File: config.mk
export PLATFORM = sky130hd
export DESIGN_NAME = base64url_nonce_decoder
export DESIGN_NICKNAME = d
export VERILOG_FILES = /design/src/b64n_pkg.sv /design/src/b64n_char_map.sv /design/src/b64n_core.sv /design/src/base64url_nonce_decoder.sv
export SDC_FILE = /design/constraint.sdc
export NUM_CORES = 1
export LEC_CHECK = 0
export ABC_AREA = 0
export ABC_CLOCK_PERIOD_IN_PS = 3500
export BUFFER_PORTS_ARGS = -buffer_cell sky130_fd_sc_hd__buf_2
export CAP_MARGIN = 20
export CORE_AREA = 2 2 94 60
export DETAILED_ROUTE_END_ITERATION = 12
export DIE_AREA = 0 0 96 62
export GPL_ROUTABILITY_DRIVEN = 0
export PLACE_DENSITY = 0.85
export SLEW_MARGIN = 10
export SYNTH_ARGS = -nofsm -noshare
export SYNTH_HDL_FRONTEND = slang
export SYNTH_SLANG_ARGS = --single-unit
File: constraint.sdc
create_clock -name clk -period 3.5 [get_ports clk]
set_input_delay 0.35 -clock clk [delete_from_list [all_inputs] [get_ports clk]]
set_output_delay 0.35 -clock clk [all_outputs]
set_load 0.005 [all_outputs]
File: src/b64n_pkg.sv
// ----------------------------------------------------------------------------
// b64n_pkg
// Shared types, codes and constants for the base64url nonce decoder.
// ----------------------------------------------------------------------------
package b64n_pkg;

    localparam int NONCE_BYTES_DEF = 16;
    localparam int BYTE_INDEX_W    = 4;

    typedef enum logic [2:0] {
        ST_OK       = 3'd0,
        ST_BAD_CHAR = 3'd1,
        ST_BAD_LEN  = 3'd2,
        ST_BAD_TAIL = 3'd3,
        ST_ZERO     = 3'd4
    } status_t;

    typedef struct packed {
        logic [7:0] char_code;
        logic       last_char;
    } char_item_t;

    typedef struct packed {
        logic                    has_byte;
        logic [7:0]              data_byte;
        logic [BYTE_INDEX_W-1:0] byte_index;
        logic                    done_res;
        status_t                 status;
    } res_item_t;

    // alphabet lookup result
    typedef struct packed {
        logic       ok;
        logic [5:0] value;
    } sym_t;

endpackage

File: src/b64n_char_map.sv
// ----------------------------------------------------------------------------
// b64n_char_map
// URL-safe alphabet lookup: raw byte to 6-bit value plus a legal flag.
// ----------------------------------------------------------------------------
module b64n_char_map (
    input  logic [7:0]    char_code,
    output b64n_pkg::sym_t sym
);

    logic [7:0] diff;

    always_comb
    begin
        sym  = '0;
        diff = '0;
        priority if (char_code >= 8'h41 && char_code <= 8'h5a)
        begin
            diff      = char_code - 8'h41;
            sym.ok    = 1'b1;
            sym.value = diff[5:0];
        end
        else if (char_code >= 8'h61 && char_code <= 8'h7a)
        begin
            diff      = char_code - 8'h61 + 8'd26;
            sym.ok    = 1'b1;
            sym.value = diff[5:0];
        end
        else if (char_code >= 8'h30 && char_code <= 8'h39)
        begin
            diff      = char_code - 8'h30 + 8'd52;
            sym.ok    = 1'b1;
            sym.value = diff[5:0];
        end
        else if (char_code == 8'h2d)
        begin
            sym.ok    = 1'b1;
            sym.value = 6'd62;
        end
        else if (char_code == 8'h5f)
        begin
            sym.ok    = 1'b1;
            sym.value = 6'd63;
        end
        else
        begin
            sym = '0;
        end
    end

endmodule

File: src/b64n_core.sv
// ----------------------------------------------------------------------------
// b64n_core
// Decode state (bit buffer, counters, error flag) and next result item.
// ----------------------------------------------------------------------------
module b64n_core #(
    parameter int NONCE_BYTES = b64n_pkg::NONCE_BYTES_DEF
) (
    input  logic                   clk,
    input  logic                   rst_n,
    input  logic                   accept,
    input  b64n_pkg::char_item_t   item,
    output b64n_pkg::res_item_t    result
);

    localparam int TEXT_CHARS  = (NONCE_BYTES * 8 + 5) / 6;
    localparam int CHAR_SAT    = TEXT_CHARS + 1;
    localparam int TAIL_BITS   = TEXT_CHARS * 6 - NONCE_BYTES * 8;
    localparam int CHAR_CNT_W  = $clog2(CHAR_SAT + 1);
    localparam int BYTE_CNT_W  = $clog2(NONCE_BYTES + 1);

    b64n_pkg::sym_t sym;

    logic [5:0]            bit_store_reg, bit_store_next;
    logic [2:0]            bit_count_reg, bit_count_next;
    logic [CHAR_CNT_W-1:0] char_count_reg, char_count_next;
    logic [BYTE_CNT_W-1:0] byte_count_reg, byte_count_next;
    logic                  nonzero_reg, nonzero_next;
    logic                  error_reg, error_next;

    logic [11:0]           comb_bits;
    logic [3:0]            total;
    logic [3:0]            shift;
    logic                  ge8;
    logic [2:0]            new_count;
    logic [5:0]            keep_mask;
    logic [11:0]           shifted;
    logic                  take;
    logic                  send;

    logic [5:0]            store_upd;
    logic [2:0]            count_upd;
    logic [CHAR_CNT_W-1:0] char_upd;
    logic [BYTE_CNT_W-1:0] byte_upd;
    logic                  nonzero_upd;
    logic                  error_upd;

    b64n_char_map u_map (
        .char_code (item.char_code),
        .sym       (sym)
    );

    // bit gathering
    always_comb
    begin
        comb_bits = {bit_store_reg, sym.value};
        total     = {1'b0, bit_count_reg} + 4'd6;
        ge8       = (total >= 4'd8);
        shift     = total - 4'd8;
        shifted   = comb_bits >> shift;
        new_count = ge8 ? shift[2:0] : 3'd6;
        keep_mask = ~(6'h3f << new_count);
        take      = sym.ok && !error_reg;
        send      = take && ge8 && (byte_count_reg < BYTE_CNT_W'(NONCE_BYTES));
    end

    // updated state for this character
    always_comb
    begin
        store_upd   = bit_store_reg;
        count_upd   = bit_count_reg;
        byte_upd    = byte_count_reg;
        nonzero_upd = nonzero_reg;
        error_upd   = error_reg | !sym.ok;
        char_upd    = (char_count_reg < CHAR_CNT_W'(CHAR_SAT)) ?
                      char_count_reg + 1'b1 : char_count_reg;
        if (take)
        begin
            store_upd = comb_bits[5:0] & keep_mask;
            count_upd = new_count;
        end
        if (send)
        begin
            byte_upd    = byte_count_reg + 1'b1;
            nonzero_upd = nonzero_reg | (shifted[7:0] != 8'h00);
        end
    end

    // result item and verdict
    always_comb
    begin
        result            = '0;
        result.has_byte   = send;
        result.data_byte  = send ? shifted[7:0] : 8'h00;
        result.byte_index = send ? byte_count_reg[b64n_pkg::BYTE_INDEX_W-1:0] : '0;
        result.done_res   = item.last_char;
        result.status     = b64n_pkg::ST_OK;
        if (item.last_char)
        begin
            priority if (char_upd != CHAR_CNT_W'(TEXT_CHARS))
                result.status = b64n_pkg::ST_BAD_LEN;
            else if (error_upd)
                result.status = b64n_pkg::ST_BAD_CHAR;
            else if (byte_upd != BYTE_CNT_W'(NONCE_BYTES) ||
                     count_upd != 3'(TAIL_BITS) || store_upd != 6'h00)
                result.status = b64n_pkg::ST_BAD_TAIL;
            else if (!nonzero_upd)
                result.status = b64n_pkg::ST_ZERO;
            else
                result.status = b64n_pkg::ST_OK;
        end
    end

    // state clears after the last character
    always_comb
    begin
        bit_store_next  = bit_store_reg;
        bit_count_next  = bit_count_reg;
        char_count_next = char_count_reg;
        byte_count_next = byte_count_reg;
        nonzero_next    = nonzero_reg;
        error_next      = error_reg;
        if (accept)
        begin
            if (item.last_char)
            begin
                bit_store_next  = '0;
                bit_count_next  = '0;
                char_count_next = '0;
                byte_count_next = '0;
                nonzero_next    = 1'b0;
                error_next      = 1'b0;
            end
            else
            begin
                bit_store_next  = store_upd;
                bit_count_next  = count_upd;
                char_count_next = char_upd;
                byte_count_next = byte_upd;
                nonzero_next    = nonzero_upd;
                error_next      = error_upd;
            end
        end
    end

    always_ff @(posedge clk or negedge rst_n)
    begin
        if (!rst_n)
        begin
            bit_store_reg  <= '0;
            bit_count_reg  <= '0;
            char_count_reg <= '0;
            byte_count_reg <= '0;
            nonzero_reg    <= 1'b0;
            error_reg      <= 1'b0;
        end
        else
        begin
            bit_store_reg  <= bit_store_next;
            bit_count_reg  <= bit_count_next;
            char_count_reg <= char_count_next;
            byte_count_reg <= byte_count_next;
            nonzero_reg    <= nonzero_next;
            error_reg      <= error_next;
        end
    end

    // buffer only ever holds an even number of leftover bits
    a_even_bits: assert property (@(posedge clk) disable iff (!rst_n)
        bit_count_reg[0] == 1'b0)
        else $error("odd bit count in decode buffer");

    a_byte_cap: assert property (@(posedge clk) disable iff (!rst_n)
        byte_count_reg <= BYTE_CNT_W'(NONCE_BYTES))
        else $error("byte count past nonce size");

    a_clear_after_last: assert property (@(posedge clk) disable iff (!rst_n)
        accept && item.last_char |=>
            char_count_reg == '0 && byte_count_reg == '0 &&
            bit_count_reg == '0 && !error_reg && !nonzero_reg)
        else $error("state not cleared after last character");

    a_no_byte_after_error: assert property (@(posedge clk) disable iff (!rst_n)
        error_reg |-> !send)
        else $error("byte sent after bad character");

endmodule

File: src/base64url_nonce_decoder.sv
// ----------------------------------------------------------------------------
// base64url_nonce_decoder
// Streaming strict decoder for the unpadded base64url text of a nonce.
// The result of a character transfer appears on res_item in the cycle after it.
// Throughput: one character per cycle; the output register takes a new
// result whenever it is empty or its current result is being transferred.
// Reset: rst_n (async, active low) empties the output register and clears
// the bit buffer, counters, nonzero flag and error flag.
// ----------------------------------------------------------------------------
module base64url_nonce_decoder #(
    parameter int NONCE_BYTES = b64n_pkg::NONCE_BYTES_DEF
) (
    input  logic                 clk,
    input  logic                 rst_n,
    // character channel
    input  logic                 char_valid,
    output logic                 char_stall,
    input  b64n_pkg::char_item_t char_item,
    // result channel
    output logic                 res_valid,
    input  logic                 res_stall,
    output b64n_pkg::res_item_t  res_item
);

    // Every character yields exactly one result, so the character side only
    // has to wait when the output register holds a result that is stalled.
    logic                accept;
    logic                res_valid_reg, res_valid_next;
    b64n_pkg::res_item_t res_item_reg, res_item_next;
    b64n_pkg::res_item_t core_result;

    assign char_stall = res_valid_reg && res_stall;
    assign accept     = char_valid && !char_stall;

    // The core holds all decode state and forms the result combinationally
    // from the state and the incoming character; state advances on transfer.
    b64n_core #(
        .NONCE_BYTES (NONCE_BYTES)
    ) u_core (
        .clk    (clk),
        .rst_n  (rst_n),
        .accept (accept),
        .item   (char_item),
        .result (core_result)
    );

    // output register: load on transfer, hold while stalled, else drain
    always_comb
    begin
        res_item_next  = res_item_reg;
        res_valid_next = res_valid_reg;
        if (accept)
        begin
            res_item_next  = core_result;
            res_valid_next = 1'b1;
        end
        else if (!res_stall)
        begin
            res_valid_next = 1'b0;
        end
    end

    always_ff @(posedge clk or negedge rst_n)
    begin
        if (!rst_n)
        begin
            res_valid_reg <= 1'b0;
        end
        else
        begin
            res_valid_reg <= res_valid_next;
        end
    end

    // payload needs no reset
    always_ff @(posedge clk)
    begin
        res_item_reg <= res_item_next;
    end

    assign res_valid = res_valid_reg;
    assign res_item  = res_item_reg;

    // verdict only appears on the final result of a text
    a_status_only_done: assert property (@(posedge clk) disable iff (!rst_n)
        res_valid && !res_item.done_res |-> res_item.status == b64n_pkg::ST_OK)
        else $error("status set on a non-final result");

    a_idle_byte_zero: assert property (@(posedge clk) disable iff (!rst_n)
        res_valid && !res_item.has_byte |->
            res_item.data_byte == 8'h00 && res_item.byte_index == '0)
        else $error("byte fields set without a byte");

    // a character transfer always lands in the output register
    a_result_follows: assert property (@(posedge clk) disable iff (!rst_n)
        accept |=> res_valid)
        else $error("character transfer produced no result");

endmodule

; ---- Word-level counts from Yosys, hierarchy flattened
; Cells that the tools add are included.
[op_classes]
n_eq_ne = 6
n_shift = 2
n_mul = 0
reduce_logical = 17
order_cmp = 9
n_div = 0
addsub = 9
bitwise = 5
n_mux = 23
[op_table]
columns = cell, n
row1 = $mux W7, 5
row2 = $mux W5, 4
row3 = $ge A8 B7 Y1 const B, 2
row4 = $le A8 B7 Y1 const B, 2
row5 = $mux W3, 4
row6 = $mux W6, 2
row7 = $shr A12 B4 Y8, 1
row8 = $sub A6 B6 Y6 const B, 2
row9 = $add A5 B1 Y5 const B, 2
row10 = $lt A5 B5 Y1 const B, 2
row11 = $ne A5 B5 Y1 const B, 2
row12 = $eq A8 B6 Y1 const B, 1
row13 = $eq A8 B7 Y1 const B, 1
row14 = $ge A8 B6 Y1 const B, 1
row15 = $le A8 B6 Y1 const B, 1
row16 = $logic_and A1 B1 Y1, 8
row17 = $reduce_bool A8 Y1, 1
row18 = $add A6 B5 Y6 const B, 1
row19 = $add A6 B6 Y6 const B, 1
row20 = $and A6 B6 Y6, 1
row21 = $mux W2, 3
row22 = $not A6 Y6, 1
row23 = $reduce_bool A6 Y1, 1
row24 = $shl A6 B3 Y6 const A, 1
row25 = other kinds (13), 21
[totals]
rom_bits = 0
mem_count = 0
ramBits = 0
ff_bits = 39
elab_cells = 85
latch_bits = 0
inputBits = 13
out_inout_bits = 19

; ---- Longest topological paths before layout
[logic_depth]
ltp_word = 16
mapped_depth = 16
mapped_depth_nobuf = 14

; ---- Modules after synthesis
; From an unflattened synthesis, not the netlist that was laid out.
[unflattened]
cells_unflattened = 331
hier_area_um2 = 3194.3
[by_module_without_submodules]
columns = mod, n_inst, cells_each, area_each_um2
row1 = b64n_core, 1, 218, 1936.9
row2 = b64n_char_map, 1, 92, 696.9
row3 = base64url_nonce_decoder, 1, 21, 560.5

; ---- Least setup slack after synthesis
; Ideal clock, no wire load.
[synth_path]
path_kind = input to register
startpoint = input port char_item[3] in the netlist's numbering
endpoint = register res_item_reg (netlist bit res_item[1]), data pin
arrival_ns = 2.698
n_path_buf = 2
setup_time_ns = 0.255
required_ns = 3.245
path_stages = 16
path_slack_ns = 0.547
path_cell_list = buf_6 -> inv_1 -> ha_1 -> a21o_2 -> o211ai_4 -> o2111a_1 -> buf_6 -> o21ai_4 -> nor2_4 -> nand2_4 -> inv_4 -> a211o_1 -> a22oi_2 -> o2111a_2 -> o21ai_0 -> and2_1
[synth_via]
elab_chain_cells = 16
elab_cells_between_ends = 38
cone_classes = add/sub: 5 / order compare: 6 / eq/ne: 4 / mux: 11 / bitwise: 2 / reduce/logical: 10
[synth_lines]
columns = item, line_no
row1 = from (decl), base64url_nonce_decoder.sv:18  ; input b64n_pkg::char_item_t char_item,
row2 = branches (longest 5 deep; another with $sub A6 B6 Y6), n/a
row3 = $mux W7 (*), b64n_char_map.sv:16  ; priority if (char_code >= 8'h41 && char_code <= 8'h5a)
row4 = $logic_and A1 B1 Y1, b64n_core.sv:62  ; take = sym.ok && !error_reg;
row5 = $logic_and A1 B1 Y1 (2 in series), b64n_core.sv:63  ; send = take && ge8 && (byte_count_reg < BYTE_CNT_W'(NONCE_BYTES));
row6 = $mux W5, b64n_core.sv:81  ; if (send)
row7 = $ne A5 B5 Y1, b64n_core.sv:103  ; else if (byte_upd != BYTE_CNT_W'(NONCE_BYTES) ||
row8 = $logic_or A1 B1 Y1, b64n_core.sv:103
row9 = $logic_or A1 B1 Y1, b64n_core.sv:104  ; count_upd != 3'(TAIL_BITS) || store_upd != 6'h00)
row10 = $mux W2, b64n_core.sv:103
row11 = $mux W2 (*), b64n_core.sv:101  ; else if (error_upd)
row12 = $mux W2 (*), b64n_core.sv:99  ; priority if (char_upd != CHAR_CNT_W'(TEXT_CHARS))
row13 = to (signal assigned), base64url_nonce_decoder.sv:78  ; res_item_reg <= res_item_next;
row14 = to (decl), base64url_nonce_decoder.sv:29  ; b64n_pkg::res_item_t res_item_reg, res_item_next;
; Mark *: on every way between the ends.
; A chain may end at the register's enable or synchronous reset.

; ---- Worst setup path after layout
[layout_path]
startpoint = input port char_item[1] in the netlist's numbering
endpoint = register res_item_reg (netlist bit res_item[2]), data pin
[layout_via]
elab_chain_cells = 14
elab_cells_between_ends = 41
cone_classes = add/sub: 5 / order compare: 6 / eq/ne: 4 / shift: 1 / mux: 10 / bitwise: 3 / reduce/logical: 12
[layout_lines]
columns = item, line_no
row1 = branches (longest 5 deep; another with $sub A6 B6 Y6), n/a
row2 = $mux W7 (*), b64n_char_map.sv:16
row3 = branches (longest 8 deep; another with $shr A12 B4 Y8), n/a
; Marks and branches as above.

==> results.py <==
metrics = {
    "global_routing": {
        "grt.busiest_layer": "met1",
        "grt_use_met3_pct": 11.3,
        "gr-total-overflow": 0,
        "grt_max_degree": 23,
        "grt.met1_usage_pct": 44.9,
        "grt_use_met2_pct": 41.8,
        "grt_util_all_layers_pct": 30.1,
        "grt_first_pass_wirelength_um": 13600,
        "grt_pass1_vias": 2647,
        "antenna_found_initial": 0,
    },
    "timing": {
        "rsz0062_at_grt": "false",
        "setup_violations": 0,
        "skew_ns": 0.00962,
        "setup_ws_ns": 0.251,
        "hold_viol": 0,
        "slew_violations": 0,
        "worst_slew_pin_slew_ns": 0.646,
        "fin_crit_ns": 3.25,
        "timing.final.crit_share_pct": 92.8,
        "slew_headroom_pct": 56.9,
        "fin_hold_ws_ns": 0.0159,
        "fmax_mhz": 308,
        "fin_setup_tns_ns": 0,
    },
    "logic_synthesis": {
        "yosysWarnings": 0,
        "yosys.area.top_type": "dfrtp_1",
        "ys.flop_type": "dfrtp_1",
        "ys_top_cells_by_count": "35 x nand2_1, 34 x nor2_1, 28 x a21oi_1",
        "synth-edff-count": 17,
        "syn_avg_cell_area_um2": 8.65,
        "ys_types": 72,
        "synth_top_area_share_pct": 17.2,
        "synthArstFlopShare_pct": 56.4,
        "yosysMostFrequentCell": "nand2_1",
        "synthCells": 370,
        "syn_area_mm2": 0.00320,
        "synth_seq_area_share_pct": 33.2,
        "synth_seq_cells": 39,
        "synthTopCellsByArea": "dfrtp_1 17%, edfxtp_1 16%, ha_1 5.5%",
        "synth_nets": 397,
    },
    "clock_tree": {
        "cts_buffers": 5,
        "cts_max_level": 2,
        "post_cts_resized": 0,
        "cts_root_buf": "clkbuf_8",
        "cts_sinks": 39,
        "post_cts_buffers": 0,
        "path_clk_slew_ns": 0.08,
        "clockBufferDepth": 2,
        "clock_latency_ns": 0.29,
        "tritoncts": "done",
        "cts_hold_buffers": 0,
    },
    "power_and_ir_drop": {
        "p_comb_share_pct": 31.9,
        "seqPwrFrac_pct": 44.3,
        "clkPwrFrac_pct": 23.8,
        "fin_total_pwr_mw": 1.22,
        "p_sw_share_pct": 35.7,
        "power_leakage_nw": 1.49,
        "cellPowerDensity_mw_per_mm2": 348,
        "p_switching_uw": 435,
        "p_int_uw": 784,
        "peakVddDrop_mv": 0.195,
    },
    "floorplan": {
        "start_util_pct": 61.2,
        "die_area_mm2": 0.00595,
        "fp.dieW_um": 96,
        "rows": 21,
        "die_h_um": 62,
        "boundaryPins": 32,
        "coreArea_mm2": 0.00523,
    },
    "route": {
        "drc": 0,
        "totalWireLength_um": 8730,
        "vias": 3211,
        "drtPass1Iterations": 5,
        "ant_nets": 0,
        "drt-wirelength-per-cell_um": 18.6,
        "initialDrtViolationCount": 503,
        "viasPerCell": 6.85,
    },
    "critical_path": {
        "worstPathCellList": "buf_2 -> inv_1 -> ha_1 -> nor2b_1 -> o21ai_1 -> o2111a_1 -> o21ai_4 -> nor2_4 -> nand2_4 -> inv_4 -> mux2i_1 -> a211oi_1 -> o2111a_2 -> nand4_1 -> and3b_1",
        "cp-end-kind": "register",
        "cp.arrival_ns": 3.41,
        "reg2reg_from": "u_core.bit_count_reg[0]$_DFFE_PN0P_",
        "worstPathMaxFanout": 16,
        "r2r_slack_ns": 0.71,
        "crit_path_start_kind": "input pin",
        "worst-setup-path-type": "input pin to register",
        "reg2regPathDepth": 9,
        "timing.rr.end": "res_item[2]$_SDFFCE_PP0P_",
        "critPathSlowestCell": "o2111a_1",
        "cp_slowest_stage_delay_ns": 0.51,
        "worstPathRequired_ns": 3.66,
        "crit_path_start": "char_item[1]",
        "crit_path_end": "res_item[2]$_SDFFCE_PP0P_",
    },
    "cells_and_area": {
        "areaGrowthSynthToFinish_pct": 9.43,
        "largest_reg_flops": 17,
        "drive_gt1_share_pct": 16.8,
        "layout.core_utilization_pct": 67.0,
        "antenna_cells": 0,
        "nets": 426,
        "fillers": 400,
    },
    "flow_run": {
        "cap_violations": 0,
    },
    "outcome": {
        "status": "complete, no violations",
    },
    "placement": {
        "place_ws_ns": 0.0380,
        "numPortBuffers": 31,
        "dp_hpwl_um": 6580,
    },
    "hold_path": {
        "hold_class": "input pin to async pin",
    },
}
stage by stage:
step                      std cells  instance area (µm²)
final                           469                 3500
after CTS                       469                 3500
after global routing            469                 3500
after detailed placement        461                 3420
after global placement          461                 3420
after floorplan                 370                 3200
critical path, delay by kind of cell:
kind,cells,cell delay (ns)
AOI/OAI and AO/OA,5,1.45
adders and majority gates,1,0.26
buffers and inverters,3,0.43
and+or+nand+nor,5,0.79
muxes,1,0.10
area by class of cell:
type | instances | area, µm² | area share (%)
Clock buffer | 6 | 72.6 | 2.07
Clock inverter | 2 | 7.51 | 0.214
Inverter | 17 | 66.3 | 1.89
Multi-Input combinational cell | 293 | 1960 | 56.0
Sequential cell | 39 | 1060 | 30.3
Tap cell | 69 | 86.3 | 2.47
Timing Repair Buffer | 43 | 245 | 7.00
cell usage in the layout, fill, tap and decap left out, types with 4 or more instances in the layout:
cell      count
a211oi_1      6
a21boi_0      4
a21o_1        4
a21oi_1      28
a31oi_1       8
a32o_1        5
and2_1       12
and3_1        6
buf_2        31
buf_4        12
clkbuf_8      5
dfrtp_1      22
edfxtp_1     17
ha_1         14
inv_1        15
mux2i_1      11
nand2_1      35
nand2b_1      5
nand3_1      13
nand4_1       9
nor2_1       34
nor2b_1       8
nor3_1        9
o21ai_0      11
o21ai_1       4
power groups by stage:
stage / Combinational (mW) / Sequential [mW] / Clock [mW]
global placement: 0.363 / 0.544 / 0
floorplan: 0.265 / 0.544 / 0
detailed placement: 0.372 / 0.548 / 0
global route: 0.424 / 0.543 / 0.307
CTS: 0.374 / 0.538 / 0.289
finish: 0.389 / 0.540 / 0.291
kinds of logic after synthesis:
group / Yosys count / share of synthesized area (%)
AND/OR/NAND/NOR: 147 / 24.0
AO/OA/AOI/OAI: 116 / 27.0
flip-flops: 39 / 33.2
buffers and inverters: 38 / 5.51
adder cells (fa/ha/maj): 14 / 5.48
multiplexers: 11 / 3.44
XOR/XNOR: 5 / 1.37
how the worst min path moves through the flow:
stage,startpoint,endpoint,slack [ns],cells after the start
floorplan,rst_n,res_valid$_DFFE_PN0P_,0.05,0
global placement,rst_n,u_core.byte_count_reg[0]$_DFFE_PN0P_,0.35,1
detailed placement,rst_n,u_core.byte_count_reg[0]$_DFFE_PN0P_,0.35,1
CTS,rst_n,u_core.nonzero_reg$_DFFE_PN0P_,0.04,1
global route,rst_n,u_core.bit_store_reg[5]$_DFFE_PN0P_,0.05,1
finish,rst_n,u_core.nonzero_reg$_DFFE_PN0P_,0.02,1
layer usage:
layer,up-vias,wire length (µm)
li1,1441,-
met1,1510,3670
met2,228,3670
met3,32,1240
met4,0,145
met5,-,0
(Power assumes the default switching activity.)
